`config.mk`:
```
export PLATFORM = sky130hd
export DESIGN_NAME = touch_pulse_width_recorder_flat
export DESIGN_NICKNAME = d
export VERILOG_FILES = /design/src/sv/tpwr_pkg.sv /design/src/sv/tpwr_ifs.sv /design/src/sv/touch_pulse_width_recorder.sv /design/src/sv/tpwr_front.sv /design/src/sv/tpwr_queue.sv /design/src/sv/tpwr_back.sv /design/src/flat_wrapper.sv
export SDC_FILE = /design/constraint.sdc
export NUM_CORES = 1
export LEC_CHECK = 0
export BUFFER_PORTS_ARGS = -buffer_cell sky130_fd_sc_hd__buf_2
export CELL_PAD_IN_SITES_DETAIL_PLACEMENT = 1
export CELL_PAD_IN_SITES_GLOBAL_PLACEMENT = 2
export CORE_UTILIZATION = 42
export CTS_CLUSTER_SIZE = 8
export DETAILED_ROUTE_END_ITERATION = 12
export PLACE_DENSITY_LB_ADDON = 0.08
export RECOVER_POWER = 100
export SETUP_SLACK_MARGIN = 0.5
export SKIP_LAST_GASP = 1
export SYNTH_ARGS = -nofsm -noshare
export SYNTH_HDL_FRONTEND = slang
export SYNTH_SLANG_ARGS = --single-unit
```
`constraint.sdc`:
```
create_clock -name clk -period 16.4 [get_ports clk]
set_input_delay 0.82 -clock clk [delete_from_list [all_inputs] [get_ports clk]]
set_output_delay 0.82 -clock clk [all_outputs]
set_load 0.1 [all_outputs]
```
`src/sv/tpwr_pkg.sv`:
```
// Package for the touch pulse width recorder: widths, codes, shared types and helpers.
// Used by the interfaces and every module of the block; depends on nothing else.
package tpwr_pkg;

    // Millisecond counter width and its saturation value.
    localparam int TIME_W   = 20;
    localparam logic [TIME_W-1:0] TIME_MAX = {TIME_W{1'b1}};

    // Field widths of the configuration and of the result words.
    localparam int TICK_W   = 10;
    localparam int SEG_W    = 8;
    localparam int TICKS_W  = 16;
    localparam int REASON_W = 2;

    // Divider: dividend holds a duration plus half a tick.
    localparam int DIV_W     = TIME_W + 1;
    localparam int DIV_CNT_W = $clog2(DIV_W);

    // Job queue between front and back.
    localparam int Q_DEPTH = 2;
    localparam int Q_AW    = $clog2(Q_DEPTH);
    localparam int Q_CW    = $clog2(Q_DEPTH + 1);

    // APB register map.
    localparam int ADDR_W = 5;
    localparam int DATA_W = 32;
    localparam logic [2:0] REG_ACTIVE_HIGH = 3'd0;
    localparam logic [2:0] REG_TICK_MS     = 3'd1;
    localparam logic [2:0] REG_MAX_RECORD  = 3'd2;
    localparam logic [2:0] REG_END_GAP     = 3'd3;
    localparam logic [2:0] REG_MAX_SEG     = 3'd4;

    // Input operation codes.
    localparam logic OP_START  = 1'b0;
    localparam logic OP_SAMPLE = 1'b1;

    // Result word kinds.
    localparam logic KIND_SEG  = 1'b0;
    localparam logic KIND_DONE = 1'b1;

    // Stop reasons.
    localparam logic [REASON_W-1:0] STOP_MAX_RECORD = 2'd0;
    localparam logic [REASON_W-1:0] STOP_END_GAP    = 2'd1;
    localparam logic [REASON_W-1:0] STOP_IDLE       = 2'd2;
    localparam logic [REASON_W-1:0] STOP_MAX_SEG    = 2'd3;

    // Configuration registers as seen by the datapath.
    typedef struct packed {
        logic              active_high;
        logic [TICK_W-1:0] tick_ms;
        logic [TIME_W-1:0] max_record_ms;
        logic [TIME_W-1:0] end_gap_ms;
        logic [SEG_W-1:0]  slot_limit;
    } cfg_t;

    // One queue entry: an optional segment and an optional done word.
    typedef struct packed {
        logic                has_seg;
        logic                seg_level;
        logic [TIME_W-1:0]   dur;
        logic                has_done;
        logic [SEG_W-1:0]    seg_count;
        logic [REASON_W-1:0] stop_reason;
    } job_t;

    // Saturating millisecond increment.
    function automatic logic [TIME_W-1:0] sat_inc(input logic [TIME_W-1:0] v);
        sat_inc = (v == TIME_MAX) ? TIME_MAX : v + TIME_W'(1);
    endfunction

endpackage

```
`src/sv/tpwr_ifs.sv`:
```
// Valid/ready channel interfaces for the input and result words of the recorder.
// Depends on tpwr_pkg for field widths.
interface tpwr_in_if;
    import tpwr_pkg::*;

    logic valid;
    logic ready;
    logic op;
    logic pin_level;

    modport source (output valid, output op, output pin_level, input ready);
    modport sink (input valid, input op, input pin_level, output ready);
endinterface

interface tpwr_out_if;
    import tpwr_pkg::*;

    logic                valid;
    logic                ready;
    logic                kind;
    logic                seg_level;
    logic [TICKS_W-1:0]  seg_ticks;
    logic [SEG_W-1:0]    seg_count;
    logic [REASON_W-1:0] stop_reason;
    logic                last;

    modport source (output valid, output kind, output seg_level, output seg_ticks,
                    output seg_count, output stop_reason, output last, input ready);
    modport sink (input valid, input kind, input seg_level, input seg_ticks,
                  input seg_count, input stop_reason, input last, output ready);
endinterface

```
`src/sv/touch_pulse_width_recorder.sv`:
```
// Touch pulse width recorder. A start word latches the touched level; each sample word
// is one millisecond. Samples that close no segment and end nothing are taken every
// cycle while the two-entry job queue has room. A sample that closes a segment goes
// through the back end in order: the job is taken, 21 steps of the one-bit-per-cycle
// restoring divider round the duration to ticks, and the result register is loaded;
// a done word is loaded after it, and a stalled receiver holds the back end until
// the result register is free. The queue lets the front keep taking samples
// while the divider works. Configuration sits on an APB port at byte addresses
// 0, 4, 8, 12 and 16: active_high, tick_ms, max_record_ms, end_gap_ms and the segment
// slot limit.
// Depends on tpwr_pkg, tpwr_ifs, tpwr_front, tpwr_queue and tpwr_back.
module touch_pulse_width_recorder (
    input  logic                          clk,
    input  logic                          rst_n,
    input  logic                          psel,
    input  logic                          penable,
    input  logic                          pwrite,
    input  logic [tpwr_pkg::ADDR_W-1:0]   paddr,
    input  logic [tpwr_pkg::DATA_W-1:0]   pwdata,
    output logic [tpwr_pkg::DATA_W-1:0]   prdata,
    output logic                          pready,
    tpwr_in_if.sink                       in_word,
    tpwr_out_if.source                    out_word
);
    import tpwr_pkg::*;

    logic              active_high_reg;
    logic [TICK_W-1:0] tick_ms_reg;
    logic [TIME_W-1:0] max_record_reg;
    logic [TIME_W-1:0] end_gap_reg;
    logic [SEG_W-1:0]  max_seg_reg;

    logic       cfg_wr;
    logic [2:0] reg_idx;
    cfg_t       cfg;

    logic q_full, q_empty, q_push, q_pop;
    job_t q_in_job, q_out_job;

    assign pready  = 1'b1;
    assign cfg_wr  = psel && penable && pwrite;
    assign reg_idx = paddr[4:2];

    // Configuration register writes.
    always_ff @(posedge clk or negedge rst_n)
    begin
        if (!rst_n)
        begin
            active_high_reg <= 1'b1;
            tick_ms_reg     <= TICK_W'(10);
            max_record_reg  <= TIME_W'(10000);
            end_gap_reg     <= TIME_W'(1500);
            max_seg_reg     <= SEG_W'(64);
        end
        else if (cfg_wr)
        begin
            unique case (reg_idx)
                REG_ACTIVE_HIGH: active_high_reg <= pwdata[0];
                REG_TICK_MS:     tick_ms_reg     <= pwdata[TICK_W-1:0];
                REG_MAX_RECORD:  max_record_reg  <= pwdata[TIME_W-1:0];
                REG_END_GAP:     end_gap_reg     <= pwdata[TIME_W-1:0];
                REG_MAX_SEG:     max_seg_reg     <= pwdata[SEG_W-1:0];
                default:
                begin
                end
            endcase
        end
    end

    // Register read-back.
    always_comb
    begin
        unique case (reg_idx)
            REG_ACTIVE_HIGH: prdata = DATA_W'(active_high_reg);
            REG_TICK_MS:     prdata = DATA_W'(tick_ms_reg);
            REG_MAX_RECORD:  prdata = DATA_W'(max_record_reg);
            REG_END_GAP:     prdata = DATA_W'(end_gap_reg);
            REG_MAX_SEG:     prdata = DATA_W'(max_seg_reg);
            default:         prdata = '0;
        endcase
    end

    assign cfg.active_high   = active_high_reg;
    assign cfg.tick_ms       = tick_ms_reg;
    assign cfg.max_record_ms = max_record_reg;
    assign cfg.end_gap_ms    = end_gap_reg;
    assign cfg.slot_limit    = max_seg_reg;

    tpwr_front u_front (
        .clk     (clk),
        .rst_n   (rst_n),
        .cfg     (cfg),
        .in_word (in_word),
        .q_full  (q_full),
        .q_push  (q_push),
        .q_job   (q_in_job)
    );

    tpwr_queue u_queue (
        .clk      (clk),
        .rst_n    (rst_n),
        .push     (q_push),
        .push_job (q_in_job),
        .full     (q_full),
        .pop      (q_pop),
        .pop_job  (q_out_job),
        .empty    (q_empty)
    );

    tpwr_back u_back (
        .clk      (clk),
        .rst_n    (rst_n),
        .cfg      (cfg),
        .q_empty  (q_empty),
        .q_pop    (q_pop),
        .q_job    (q_out_job),
        .out_word (out_word)
    );

endmodule

```
`src/sv/tpwr_front.sv`:
```
// Front end: accepts start and sample words, keeps the recording state and
// classifies each sample into a queue job. Depends on tpwr_pkg and tpwr_in_if.
module tpwr_front (
    input  logic          clk,
    input  logic          rst_n,
    input  tpwr_pkg::cfg_t cfg,
    tpwr_in_if.sink       in_word,
    input  logic          q_full,
    output logic          q_push,
    output tpwr_pkg::job_t q_job
);
    import tpwr_pkg::*;

    logic              recording_reg, recording_next;
    logic              level_reg, level_next;
    logic [TIME_W-1:0] seg_ms_reg, seg_ms_next;
    logic [TIME_W-1:0] rec_ms_reg, rec_ms_next;
    logic [TIME_W-1:0] gap_ms_reg, gap_ms_next;
    logic              touch_reg, touch_next;
    logic [SEG_W-1:0]  slots_reg, slots_next;
    logic              lead_reg, lead_next;

    logic              accept;
    logic              now;
    logic [TIME_W-1:0] rec_inc, seg_inc, gap_inc;
    logic              hit_rec, changed, gap_hit, idle_hit, do_seg;

    assign in_word.ready = !q_full;
    assign accept = in_word.valid && in_word.ready;

    // Per-sample update in the order of checks: max record, touch, change,
    // end gap, initial idle, slots.
    always_comb
    begin
        recording_next = recording_reg;
        level_next     = level_reg;
        seg_ms_next    = seg_ms_reg;
        rec_ms_next    = rec_ms_reg;
        gap_ms_next    = gap_ms_reg;
        touch_next     = touch_reg;
        slots_next     = slots_reg;
        lead_next      = lead_reg;
        q_push         = 1'b0;
        q_job          = '0;

        now      = cfg.active_high ? in_word.pin_level : ~in_word.pin_level;
        rec_inc  = sat_inc(rec_ms_reg);
        seg_inc  = sat_inc(seg_ms_reg);
        gap_inc  = sat_inc(gap_ms_reg);
        hit_rec  = 1'b0;
        changed  = 1'b0;
        gap_hit  = 1'b0;
        idle_hit = 1'b0;
        do_seg   = 1'b0;

        if (accept && in_word.op == OP_START)
        begin
            recording_next = 1'b1;
            level_next     = now;
            seg_ms_next    = '0;
            rec_ms_next    = '0;
            gap_ms_next    = '0;
            touch_next     = now;
            slots_next     = '0;
            lead_next      = 1'b0;
        end
        else if (accept && recording_reg)
        begin
            rec_ms_next = rec_inc;
            seg_ms_next = seg_inc;
            gap_ms_next = gap_inc;
            hit_rec     = (rec_inc >= cfg.max_record_ms);

            if (!hit_rec)
            begin
                touch_next = touch_reg | now;
                if (now)
                begin
                    gap_ms_next = '0;
                end
                changed = (now != level_reg);
                if (changed)
                begin
                    level_next  = now;
                    seg_ms_next = '0;
                end
                gap_hit  = !now && touch_next && (gap_ms_next >= cfg.end_gap_ms);
                idle_hit = !now && !touch_next && (seg_ms_next >= cfg.end_gap_ms);
            end

            // At most one segment closes per sample, always the old level.
            do_seg = hit_rec || changed || gap_hit;
            if (do_seg && (slots_reg < cfg.slot_limit))
            begin
                slots_next = slots_reg + SEG_W'(1);
                if (slots_reg == '0 && !level_reg)
                begin
                    lead_next = 1'b1;
                end
                else
                begin
                    q_job.has_seg   = 1'b1;
                    q_job.seg_level = level_reg;
                    q_job.dur       = seg_inc;
                end
            end

            // Stop checks.
            if (hit_rec)
            begin
                q_job.has_done    = 1'b1;
                q_job.stop_reason = STOP_MAX_RECORD;
            end
            else if (gap_hit)
            begin
                q_job.has_done    = 1'b1;
                q_job.stop_reason = STOP_END_GAP;
            end
            else if (idle_hit)
            begin
                q_job.has_done    = 1'b1;
                q_job.stop_reason = STOP_IDLE;
            end
            else if (slots_next >= cfg.slot_limit)
            begin
                q_job.has_done    = 1'b1;
                q_job.stop_reason = STOP_MAX_SEG;
            end

            if (q_job.has_done)
            begin
                recording_next = 1'b0;
                if (q_job.stop_reason != STOP_IDLE)
                begin
                    q_job.seg_count = slots_next - SEG_W'(lead_next);
                end
            end
            q_push = q_job.has_seg || q_job.has_done;
        end
    end

    // Recording state registers.
    always_ff @(posedge clk or negedge rst_n)
    begin
        if (!rst_n)
        begin
            recording_reg <= 1'b0;
            level_reg     <= 1'b0;
            seg_ms_reg    <= '0;
            rec_ms_reg    <= '0;
            gap_ms_reg    <= '0;
            touch_reg     <= 1'b0;
            slots_reg     <= '0;
            lead_reg      <= 1'b0;
        end
        else
        begin
            recording_reg <= recording_next;
            level_reg     <= level_next;
            seg_ms_reg    <= seg_ms_next;
            rec_ms_reg    <= rec_ms_next;
            gap_ms_reg    <= gap_ms_next;
            touch_reg     <= touch_next;
            slots_reg     <= slots_next;
            lead_reg      <= lead_next;
        end
    end

    // A dropped leading idle segment always occupies a slot.
    a_lead_uses_slot: assert property (@(posedge clk) disable iff (!rst_n)
        lead_reg |-> slots_reg != '0)
        else $error("leading idle marked without a used slot");

    // Only a sample taken while recording can produce a job.
    a_push_recording: assert property (@(posedge clk) disable iff (!rst_n)
        q_push |-> recording_reg && in_word.op == OP_SAMPLE)
        else $error("job pushed outside a recording");

endmodule

```
`src/sv/tpwr_queue.sv`:
```
// Two-entry job queue between the front end and the divider back end.
// Depends on tpwr_pkg for the job type and depth.
module tpwr_queue (
    input  logic           clk,
    input  logic           rst_n,
    input  logic           push,
    input  tpwr_pkg::job_t push_job,
    output logic           full,
    input  logic           pop,
    output tpwr_pkg::job_t pop_job,
    output logic           empty
);
    import tpwr_pkg::*;

    job_t            mem [Q_DEPTH];
    logic [Q_AW-1:0] wr_ptr_reg;
    logic [Q_AW-1:0] rd_ptr_reg;
    logic [Q_CW-1:0] count_reg;

    assign full    = (count_reg == Q_CW'(Q_DEPTH));
    assign empty   = (count_reg == '0);
    assign pop_job = mem[rd_ptr_reg];

    // Entry storage.
    always_ff @(posedge clk)
    begin
        if (push)
        begin
            mem[wr_ptr_reg] <= push_job;
        end
    end

    // Pointers and fill count.
    always_ff @(posedge clk or negedge rst_n)
    begin
        if (!rst_n)
        begin
            wr_ptr_reg <= '0;
            rd_ptr_reg <= '0;
            count_reg  <= '0;
        end
        else
        begin
            if (push)
            begin
                wr_ptr_reg <= (wr_ptr_reg == Q_AW'(Q_DEPTH - 1)) ? '0 : wr_ptr_reg + Q_AW'(1);
            end
            if (pop)
            begin
                rd_ptr_reg <= (rd_ptr_reg == Q_AW'(Q_DEPTH - 1)) ? '0 : rd_ptr_reg + Q_AW'(1);
            end
            if (push && !pop)
            begin
                count_reg <= count_reg + Q_CW'(1);
            end
            else if (pop && !push)
            begin
                count_reg <= count_reg - Q_CW'(1);
            end
        end
    end

    a_no_overflow: assert property (@(posedge clk) disable iff (!rst_n)
        !(push && full && !pop) && !(pop && empty))
        else $error("queue overflow or underflow");

endmodule

```
`src/sv/tpwr_back.sv`:
```
// Back end: takes jobs from the queue, converts segment durations to ticks with a
// restoring divider and drives the registered result channel. Depends on tpwr_pkg.
module tpwr_back (
    input  logic           clk,
    input  logic           rst_n,
    input  tpwr_pkg::cfg_t cfg,
    input  logic           q_empty,
    output logic           q_pop,
    input  tpwr_pkg::job_t q_job,
    tpwr_out_if.source     out_word
);
    import tpwr_pkg::*;

    localparam logic [1:0] ST_IDLE = 2'd0;
    localparam logic [1:0] ST_DIV  = 2'd1;
    localparam logic [1:0] ST_SEG  = 2'd2;
    localparam logic [1:0] ST_DONE = 2'd3;

    logic [1:0]           state_reg, state_next;
    job_t                 job_reg;
    logic [DIV_W-1:0]     quo_reg;
    logic [TICK_W-1:0]    rem_reg;
    logic [DIV_CNT_W-1:0] step_reg;

    logic                 out_valid_reg;
    logic                 kind_reg;
    logic                 level_reg;
    logic [TICKS_W-1:0]   ticks_reg;
    logic [SEG_W-1:0]     count_reg;
    logic [REASON_W-1:0]  reason_reg;

    logic [TICK_W-1:0]    divisor;
    logic [DIV_W-1:0]     dividend;
    logic [TICK_W:0]      trial;
    logic [TICK_W:0]      diff;
    logic                 ge;
    logic                 load_ok;
    logic [TICKS_W-1:0]   ticks_sat;

    // Divisor, rounded dividend and one restoring step.
    assign divisor  = (cfg.tick_ms == '0) ? TICK_W'(1) : cfg.tick_ms;
    assign dividend = DIV_W'(q_job.dur) + DIV_W'(divisor >> 1);
    assign trial    = {rem_reg, quo_reg[DIV_W-1]};
    assign diff     = trial - {1'b0, divisor};
    assign ge       = (trial >= {1'b0, divisor});

    // Quotient clamped to 1 .. 65535.
    always_comb
    begin
        if (quo_reg[DIV_W-1:TICKS_W] != '0)
        begin
            ticks_sat = {TICKS_W{1'b1}};
        end
        else if (quo_reg == '0)
        begin
            ticks_sat = TICKS_W'(1);
        end
        else
        begin
            ticks_sat = quo_reg[TICKS_W-1:0];
        end
    end

    assign load_ok = !out_valid_reg || out_word.ready;
    assign q_pop   = (state_reg == ST_IDLE) && !q_empty;

    // Sequencer.
    always_comb
    begin
        state_next = state_reg;
        unique case (state_reg)
            ST_IDLE:
            begin
                if (!q_empty)
                begin
                    state_next = q_job.has_seg ? ST_DIV : ST_DONE;
                end
            end
            ST_DIV:
            begin
                if (step_reg == '0)
                begin
                    state_next = ST_SEG;
                end
            end
            ST_SEG:
            begin
                if (load_ok)
                begin
                    state_next = job_reg.has_done ? ST_DONE : ST_IDLE;
                end
            end
            ST_DONE:
            begin
                if (load_ok)
                begin
                    state_next = ST_IDLE;
                end
            end
            default:
            begin
                state_next = ST_IDLE;
            end
        endcase
    end

    // Control registers.
    always_ff @(posedge clk or negedge rst_n)
    begin
        if (!rst_n)
        begin
            state_reg     <= ST_IDLE;
            out_valid_reg <= 1'b0;
        end
        else
        begin
            state_reg <= state_next;
            if ((state_reg == ST_SEG || state_reg == ST_DONE) && load_ok)
            begin
                out_valid_reg <= 1'b1;
            end
            else if (out_word.ready)
            begin
                out_valid_reg <= 1'b0;
            end
        end
    end

    // Job, divider and result payload registers.
    always_ff @(posedge clk)
    begin
        if (q_pop)
        begin
            job_reg  <= q_job;
            quo_reg  <= dividend;
            rem_reg  <= '0;
            step_reg <= DIV_CNT_W'(DIV_W - 1);
        end
        else if (state_reg == ST_DIV)
        begin
            quo_reg  <= {quo_reg[DIV_W-2:0], ge};
            rem_reg  <= ge ? diff[TICK_W-1:0] : trial[TICK_W-1:0];
            step_reg <= step_reg - DIV_CNT_W'(1);
        end

        if (state_reg == ST_SEG && load_ok)
        begin
            kind_reg   <= KIND_SEG;
            level_reg  <= job_reg.seg_level;
            ticks_reg  <= ticks_sat;
            count_reg  <= '0;
            reason_reg <= '0;
        end
        else if (state_reg == ST_DONE && load_ok)
        begin
            kind_reg   <= KIND_DONE;
            level_reg  <= 1'b0;
            ticks_reg  <= '0;
            count_reg  <= job_reg.seg_count;
            reason_reg <= job_reg.stop_reason;
        end
    end

    assign out_word.valid       = out_valid_reg;
    assign out_word.kind        = kind_reg;
    assign out_word.seg_level   = level_reg;
    assign out_word.seg_ticks   = ticks_reg;
    assign out_word.seg_count   = count_reg;
    assign out_word.stop_reason = reason_reg;
    assign out_word.last        = kind_reg;

    // The partial remainder stays below the divisor through the division.
    a_rem_bound: assert property (@(posedge clk) disable iff (!rst_n)
        state_reg == ST_DIV |-> rem_reg < divisor)
        else $error("divider remainder out of range");

    // Segment words always carry a nonzero tick count.
    a_seg_ticks: assert property (@(posedge clk) disable iff (!rst_n)
        out_valid_reg && kind_reg == KIND_SEG |-> ticks_reg != '0)
        else $error("segment word with zero ticks");

    // A segment is only emitted for a job that carries one.
    a_seg_job: assert property (@(posedge clk) disable iff (!rst_n)
        state_reg == ST_SEG |-> job_reg.has_seg)
        else $error("segment state without a segment job");

endmodule
```
`src/flat_wrapper.sv`:
```
// flat-port wrapper written by rule: the top's interface ports become plain ports
module touch_pulse_width_recorder_flat import tpwr_pkg::*;
  (clk, rst_n, psel, penable, pwrite, paddr, pwdata, prdata, pready, in_word_valid, in_word_op, in_word_pin_level, in_word_ready, out_word_valid, out_word_kind, out_word_seg_level, out_word_seg_ticks, out_word_seg_count, out_word_stop_reason, out_word_last, out_word_ready);
  tpwr_in_if in_word_i ();
  tpwr_out_if out_word_i ();
  input  logic clk;
  input  logic rst_n;
  input  logic psel;
  input  logic penable;
  input  logic pwrite;
  input  logic [tpwr_pkg::ADDR_W-1:0] paddr;
  input  logic [tpwr_pkg::DATA_W-1:0] pwdata;
  output logic [tpwr_pkg::DATA_W-1:0] prdata;
  output logic pready;
  input wire logic [$bits(in_word_i.valid)-1:0] in_word_valid;
  input wire logic [$bits(in_word_i.op)-1:0] in_word_op;
  input wire logic [$bits(in_word_i.pin_level)-1:0] in_word_pin_level;
  output wire logic [$bits(in_word_i.ready)-1:0] in_word_ready;
  output wire logic [$bits(out_word_i.valid)-1:0] out_word_valid;
  output wire logic [$bits(out_word_i.kind)-1:0] out_word_kind;
  output wire logic [$bits(out_word_i.seg_level)-1:0] out_word_seg_level;
  output wire logic [$bits(out_word_i.seg_ticks)-1:0] out_word_seg_ticks;
  output wire logic [$bits(out_word_i.seg_count)-1:0] out_word_seg_count;
  output wire logic [$bits(out_word_i.stop_reason)-1:0] out_word_stop_reason;
  output wire logic [$bits(out_word_i.last)-1:0] out_word_last;
  input wire logic [$bits(out_word_i.ready)-1:0] out_word_ready;
  assign in_word_i.valid = in_word_valid;
  assign in_word_i.op = in_word_op;
  assign in_word_i.pin_level = in_word_pin_level;
  assign in_word_ready = in_word_i.ready;
  assign out_word_valid = out_word_i.valid;
  assign out_word_kind = out_word_i.kind;
  assign out_word_seg_level = out_word_i.seg_level;
  assign out_word_seg_ticks = out_word_i.seg_ticks;
  assign out_word_seg_count = out_word_i.seg_count;
  assign out_word_stop_reason = out_word_i.stop_reason;
  assign out_word_last = out_word_i.last;
  assign out_word_i.ready = out_word_ready;
  touch_pulse_width_recorder u_core (.clk(clk), .rst_n(rst_n), .psel(psel), .penable(penable), .pwrite(pwrite), .paddr(paddr), .pwdata(pwdata), .prdata(prdata), .pready(pready), .in_word(in_word_i), .out_word(out_word_i));
endmodule
```
* Word level (Yosys, flattened, before mapping)
Memories as Yosys holds them, arrays and structs flattened. Index checks and enable logic that the tools add are counted.
Storage, ports and cells: register bits 214, bits in latches 0, memory bits (writable) 66, ROM bits 0, logic and storage cells 222, memories 1
Cells by class: add/subtract/negate cells 12, multipliers 0, divide/modulo/power cells 0, $lt $le $gt $ge 6, eq/ne operators 18, shifts and indexed selects 0, multiplexer cells 98, bitwise gates (word level) 3, reductions and logical operators 54
Memories:
- u_core.u_queue.mem | words 2, width 33, read ports 1, clocked after memory_dff 0, write ports 1, RTL line tpwr_queue.sv:15 | job_t mem [Q_DEPTH];
Operator list (number):
- $mux 20 | 19
- $pmux 20 s5 | 1
- $mux 22 | 4
- $mux 33 | 2
- $mux 16 | 4
- $add 20x1->20 const B | 3
- $eq 20x20->1 const B | 3
- $ge 20x20->1 | 3
- $mux 8 | 7
- $mux 1 | 42
- $mux 21 | 2
- $mux 2 | 14
- $add 20x9->21 | 1
- $logic_not 21->1 | 1
- $mux 10 | 2
- $logic_and 1x1->1 | 17
- $reduce_and 2->1 | 7
- $reduce_bool 2->1 | 7
- $ne 2x2->1 const B | 6
- $ge 11x10->1 | 1
- $logic_not 10->1 | 1
- $sub 10x10->10 | 1
- $add 8x1->8 const B | 1
- $ge 8x8->1 | 1
- other kinds (24) | 41

* Logic depth before layout (Yosys ltp)
depth after elaboration 30, gate-level depth with buffers 36, mapped depth without buffers 33

* Modules after synthesis
From an unflattened synthesis, not the netlist that was laid out.
Unflattened totals: cells, all modules 1677, area, all modules 16913.7 µm²
Modules (own cells, without submodules):
- tpwr_front | times used 1, cells each 917, area each 6985.4 µm²
- tpwr_back | times used 1, cells each 431, area each 4272.8 µm²
- touch_pulse_width_recorder | times used 1, cells each 210, area each 2935.3 µm²
- tpwr_queue | times used 1, cells each 119, area each 2720.1 µm²

* Worst setup path before layout
OpenSTA, ideal clock, no wires.
kind register to register, start point register u_core.u_front.rec_ms_reg[0], end point memory u_core.u_queue.mem[0][0] in the netlist's numbering, enable pin, setup time 427 ps, data arrival time 7288 ps, data required time 15973 ps, path slack 8685 ps, stages on the path, launching flop included 33, period minus slack after synthesis 7715 ps, cells stage by stage dfrtp_1 ha_1 and3_1 and3_1 buf_2 and3_2 and3_2 and3_2 inv_1 or3_4 buf_2 buf_2 nand2_1 ha_1 a21oi_1 o21ai_1 a2111oi_2 a21oi_1 a2111oi_4 buf_4 a21oi_1 mux2i_1 inv_1 ha_1 a21o_1 a21o_1 a21o_1 a21o_1 a2111oi_0 nor2_1 nor3_1 o21ai_2 nor2b_1
On the way: longest elaborated chain between the ends 24, elaborated cells between the ends (all ways) 34, those cells by class 1 x add/sub; 2 x order compare; 1 x eq/ne; 26 x mux; 4 x reduce/logical
Ends and longest elaborated chain:
- start: declaration | RTL line tpwr_front.sv:17 | logic [TIME_W-1:0] rec_ms_reg, rec_ms_next;
- start signal: assignment | RTL line tpwr_front.sv:161 | rec_ms_reg <= rec_ms_next;
- $add 20x1->20 / $eq 20x20->1 (equally long branches) | RTL line tpwr_pkg.sv:68 | sat_inc = (v == TIME_MAX) ? TIME_MAX : v + TIME_W'(1);
- $mux 20 (*) | RTL line tpwr_pkg.sv:68
- $ge 20x20->1 (*) | RTL line tpwr_front.sv:72 | hit_rec = (rec_inc >= cfg.max_record_ms);
- $mux 1 | RTL line tpwr_front.sv:74 | if (!hit_rec)
- $mux 1 | RTL line tpwr_front.sv:67 | else if (accept && recording_reg)
- $mux 1 | RTL line tpwr_front.sv:56 | if (accept && in_word.op == OP_START)
- $logic_or 1x1->1 (2 in a row) | RTL line tpwr_front.sv:92 | do_seg = hit_rec || changed || gap_hit;
- $logic_and 1x1->1 | RTL line tpwr_front.sv:93 | if (do_seg && (slots_reg < cfg.slot_limit))
- [7 not listed]
- $mux 1 | RTL line tpwr_front.sv:109 | if (hit_rec)
- $mux 1 | RTL line tpwr_front.sv:67
- $mux 1 | RTL line tpwr_front.sv:56
- $logic_or 1x1->1 (*) | RTL line tpwr_front.sv:138 | q_push = q_job.has_seg || q_job.has_done;
- $mux 1 (*) | RTL line tpwr_front.sv:67
- $mux 1 (*) | RTL line tpwr_front.sv:56
- $mux 1 (*) | RTL line tpwr_queue.sv:27 | if (push)
- $mux 1 (implied by the code) (*) | RTL line tpwr_queue.sv:29 | mem[wr_ptr_reg] <= push_job;
- end: declaration | RTL line tpwr_queue.sv:15
Every way passes the cells marked *; elsewhere a longest branch is shown, timed or not. The select of a mux whose other input is x is not followed.

* Final worst setup path
start point register u_core.u_front.rec_ms_reg[0], end point memory u_core.u_queue.mem[1][23] in the netlist's numbering, enable pin
The elaborated chain is that of the path after synthesis.

==> results.yml <==
critical_path:
  arrival_ns: 10.88
  rr_endpoint: "u_core.u_queue.mem[1][23]$_DFFE_PP_"
  regToRegSetupSlack_ns: 5.62
  criticalPathCategory: "reg2reg"
  worst_path_required_time_ns: 16.50
  worst-path-max-fanout: 30
  critical_path.startpoint_type: "flip-flop"
  timing.critical_path.to_type: "flip-flop"
  rr_worst_depth: 30
  r2r_start: "u_core.u_front.rec_ms_reg[0]$_DFFE_PN0P_"
  cp_slowest_cell: "a2111oi_0"
  critical_path.max_stage_delay_ns: 0.77
detailed_routing:
  vias: 12559
  drtPass1Iterations: 5
  drt_drc_violations_left: 0
  detail_route.vias_per_cell: 5.46
  avgRoutedWirePerCell_um: 19.7
  ant_nets: 0
  wl_um: 45300
  drt_first_iter_violations: 517
logic_synthesis:
  synth.top_cells.by_area: "edfxtp_1 (21%), dfrtp_1 (19%), ha_1 (8.0%)"
  syn_area_per_cell_um2: 9.55
  ys_ff_latch: 280
  post_synthesis_async_set_or_reset_flop_share: 0.493
  synth-main-ff-cell: "dfrtp_1"
  synth_largest_area_cell: "edfxtp_1"
  ys_warn_count: 0
  synth_cells: 1710
  synth-edff-count: 116
  synth.lib_cells_used.distinct: 75
  yosysTopAreaCellShare: 0.213
  synth.top_cells.by_count: "nand2_1 (217), o21ai_0 (202), dfrtp_1 (122)"
  synthMostInstantiatedCell: "nand2_1"
  synth.cell_area_mm2: 0.0163
  yosysSeqAreaShare: 0.458
floorplan:
  design.die.area_mm2: 0.0397
  io_pins: 110
  die-width_um: 199
  initial_core_util: 0.431
  num_rows: 71
  die_h_um: 199
  coreArea_mm2: 0.0379
timing:
  timing_hold_violations_final: 0
  max_slew.worst_pin.slew_ns: 4.40
  max_clock_freq_mhz: 92.8
  finalSetupViolCount: 0
  slew_headroom: -1.93
  finClkSkew_ns: 0.0147
  timing.final.ws_setup_ns: 5.62
  post-route-period-util: 0.657
  timing.setup.tns_ns: 0
  fin_crit_period_ns: 10.78
  rsz0062_at_grt: "no"
  finalMaxSlewViolations: 372
worst_hold_path:
  whs_path_depth: 2
  worst_hold_startpoint: "u_core.u_back.out_word.seg_count[0]$_SDFFE_PP0P_"
  hold_crit_endpoint: "u_core.u_back.out_word.seg_count[0]$_SDFFE_PP0P_"
  hold_removal_path_class: "reg2reg"
run:
  cap_viol_max_count: 8
place:
  total_of_buffers_placed_on_input_and_output_ports: 82
  gp_congestion: 0.839
  dpl.cell_count: 2225
  post-place-ws_ns: 6.95
  detailedPlacementHpwl_um: 32400
  dpl_cell_area_mm2: 0.0171
finish:
  antenna_cells: 0
  final.fill_count: 4385
  fin_cells: 2301
  syn2layout_area_growth_pct: 10.9
  layout_cell_share_with_drive_strength_beyond_1: 0.0799
  largest_register_ff_count: 66
  finalInstanceArea_mm2: 0.0181
  final_net_count: 1909
pwr:
  cellInternalPower_mw: 1.73
  vdd_drop_max_mv: 0.0749
  comb_power_share: 0.378
  p_switching_mw: 1.26
  net_switching_share_of_the_total_power: 0.422
  power_frac_clock: 0.271
  powerDensity_mw_per_mm2: 165
  power.leakage_nw: 7.70
  power_mw: 2.99
  seq_power_share: 0.352
cts:
  cts_inserted_buffers: 41
  cts_tree: "built"
  ctsLongestPathBuffers: 3
  cts_resized: 0
  post_cts.repair.setup_buffers: 0
  ctsRootBufferMaster: "clkbuf_16"
  clock_sink_count: 280
  clock_latency_ns: 0.57
  holdBufCountCts: 0
  cts.clk_slew.worst_paths_ns: 0.05
  htree_levels: 2
global_route:
  grt_max_degree: 77
  global_route.overflow_total: 0
  grt_first_pass_wirelength_um: 72400
  antenna_violations_before_repair: 2
  grt_pass1_vias: 12879
  globalRouteTotalUtil: 0.237
run_status:
  outcome: "finished with violations"
  failed_checks: "capacitance limit, slew limit"
placed cells by master, fill, tap and decap left out, drive strengths merged, types with 10 or more instances in the layout:
cell type  synthesis  routed
a21o              22      22
a21oi             77      77
a22o              42      42
and3              32      32
buf               35      33
clkbuf            69     137
conb               2      13
dfrtp            122     122
dfstp             16      16
dfxtp             26      26
edfxtp           116     116
ha               104     104
inv              106     107
mux2              41      41
mux2i             29      29
nand2            217     217
nand2b            15      15
nand3             45      45
nand4             17      17
nor2             111     111
nor3              15      15
o21a              19      19
o21ai            208     208
o22ai             10      10
xnor2             67      67
xor2              28      28
cell type report:
cell class | instances | area [um2] | area share
clock buffer | 73 | 1170 | 0.0644
clock inverter | 3 | 43.8 | 0.00242
inverter | 106 | 398 | 0.0220
multi-input combinational | 1231 | 7980 | 0.440
sequential | 280 | 7480 | 0.413
tap | 511 | 639 | 0.0353
timing repair buffer | 97 | 418 | 0.0231
worst max path at each step:
stage | from | to | slack (ns) | cells after the start
3_3_place_gp | u_core.u_front.gap_ms_reg[0]$_DFFE_PN0P_ | u_core.u_queue.mem[1][29]$_DFFE_PP_ | 7.10 | 31
6_report | u_core.u_front.rec_ms_reg[0]$_DFFE_PN0P_ | u_core.u_queue.mem[1][23]$_DFFE_PP_ | 5.62 | 30
2_1_floorplan | u_core.u_front.rec_ms_reg[0]$_DFFE_PN0P_ | u_core.u_queue.mem[0][0]$_DFFE_PP_ | 8.69 | 32
3_5_place_dp | u_core.u_front.gap_ms_reg[0]$_DFFE_PN0P_ | u_core.u_queue.mem[1][29]$_DFFE_PP_ | 6.95 | 30
4_1_cts | u_core.u_front.gap_ms_reg[0]$_DFFE_PN0P_ | u_core.u_queue.mem[1][23]$_DFFE_PP_ | 6.88 | 30
5_1_grt | u_core.u_front.rec_ms_reg[0]$_DFFE_PN0P_ | u_core.u_queue.mem[1][29]$_DFFE_PP_ | 4.75 | 30
routing by layer:
metal  global-route usage  routed length (um)
met4               0.0672                1070
met2                0.402               21800
met3               0.0378                1350
met5                    0                  24
met1                0.311               21100
critical path: cells and delay by family, from the launching register on:
family | cells | cell delay [ns]
AO/OA/AOI/OAI | 12 | 3.57
AND/OR/NAND/NOR | 10 | 3.43
buffers and inverters | 4 | 1.54
adder cells (fa/ha/maj) | 3 | 0.84
multiplexers | 1 | 0.51
flip-flops | 1 | 0.41
kinds of logic (layout without fill, tap and decap cells):
kind of cell,Yosys count,count (layout),synth area share
multiplexers,70,70,0.0460
flip-flops,280,280,0.458
AND/OR/NAND/NOR,501,501,0.140
XOR/XNOR,95,95,0.0509
buffers and inverters,210,279,0.0541
other,2,13,0.000460
AO/OA/AOI/OAI,446,446,0.168
adder cells (fa/ha/maj),106,106,0.0821
power by group through the flow:
stage / clock, mW / sequential (mW) / combinational, mW
after global placement: 0 / 1.05 / 1.12
final: 0.809 / 1.05 / 1.13
after detailed placement: 0 / 1.06 / 1.15
after floorplan: 0 / 1.21 / 0.693
after global routing: 0.854 / 1.07 / 1.24
after CTS: 0.831 / 1.05 / 1.16
metrics by stage:
step           hold WS [ns]  utilization
2_1_floorplan         0.443            -
3_3_place_gp          0.431        0.450
3_5_place_dp          0.441        0.450
4_1_cts               0.257        0.482
5_1_grt               0.473        0.478
6_report              0.451        0.478
(Power assumes the default switching activity.)
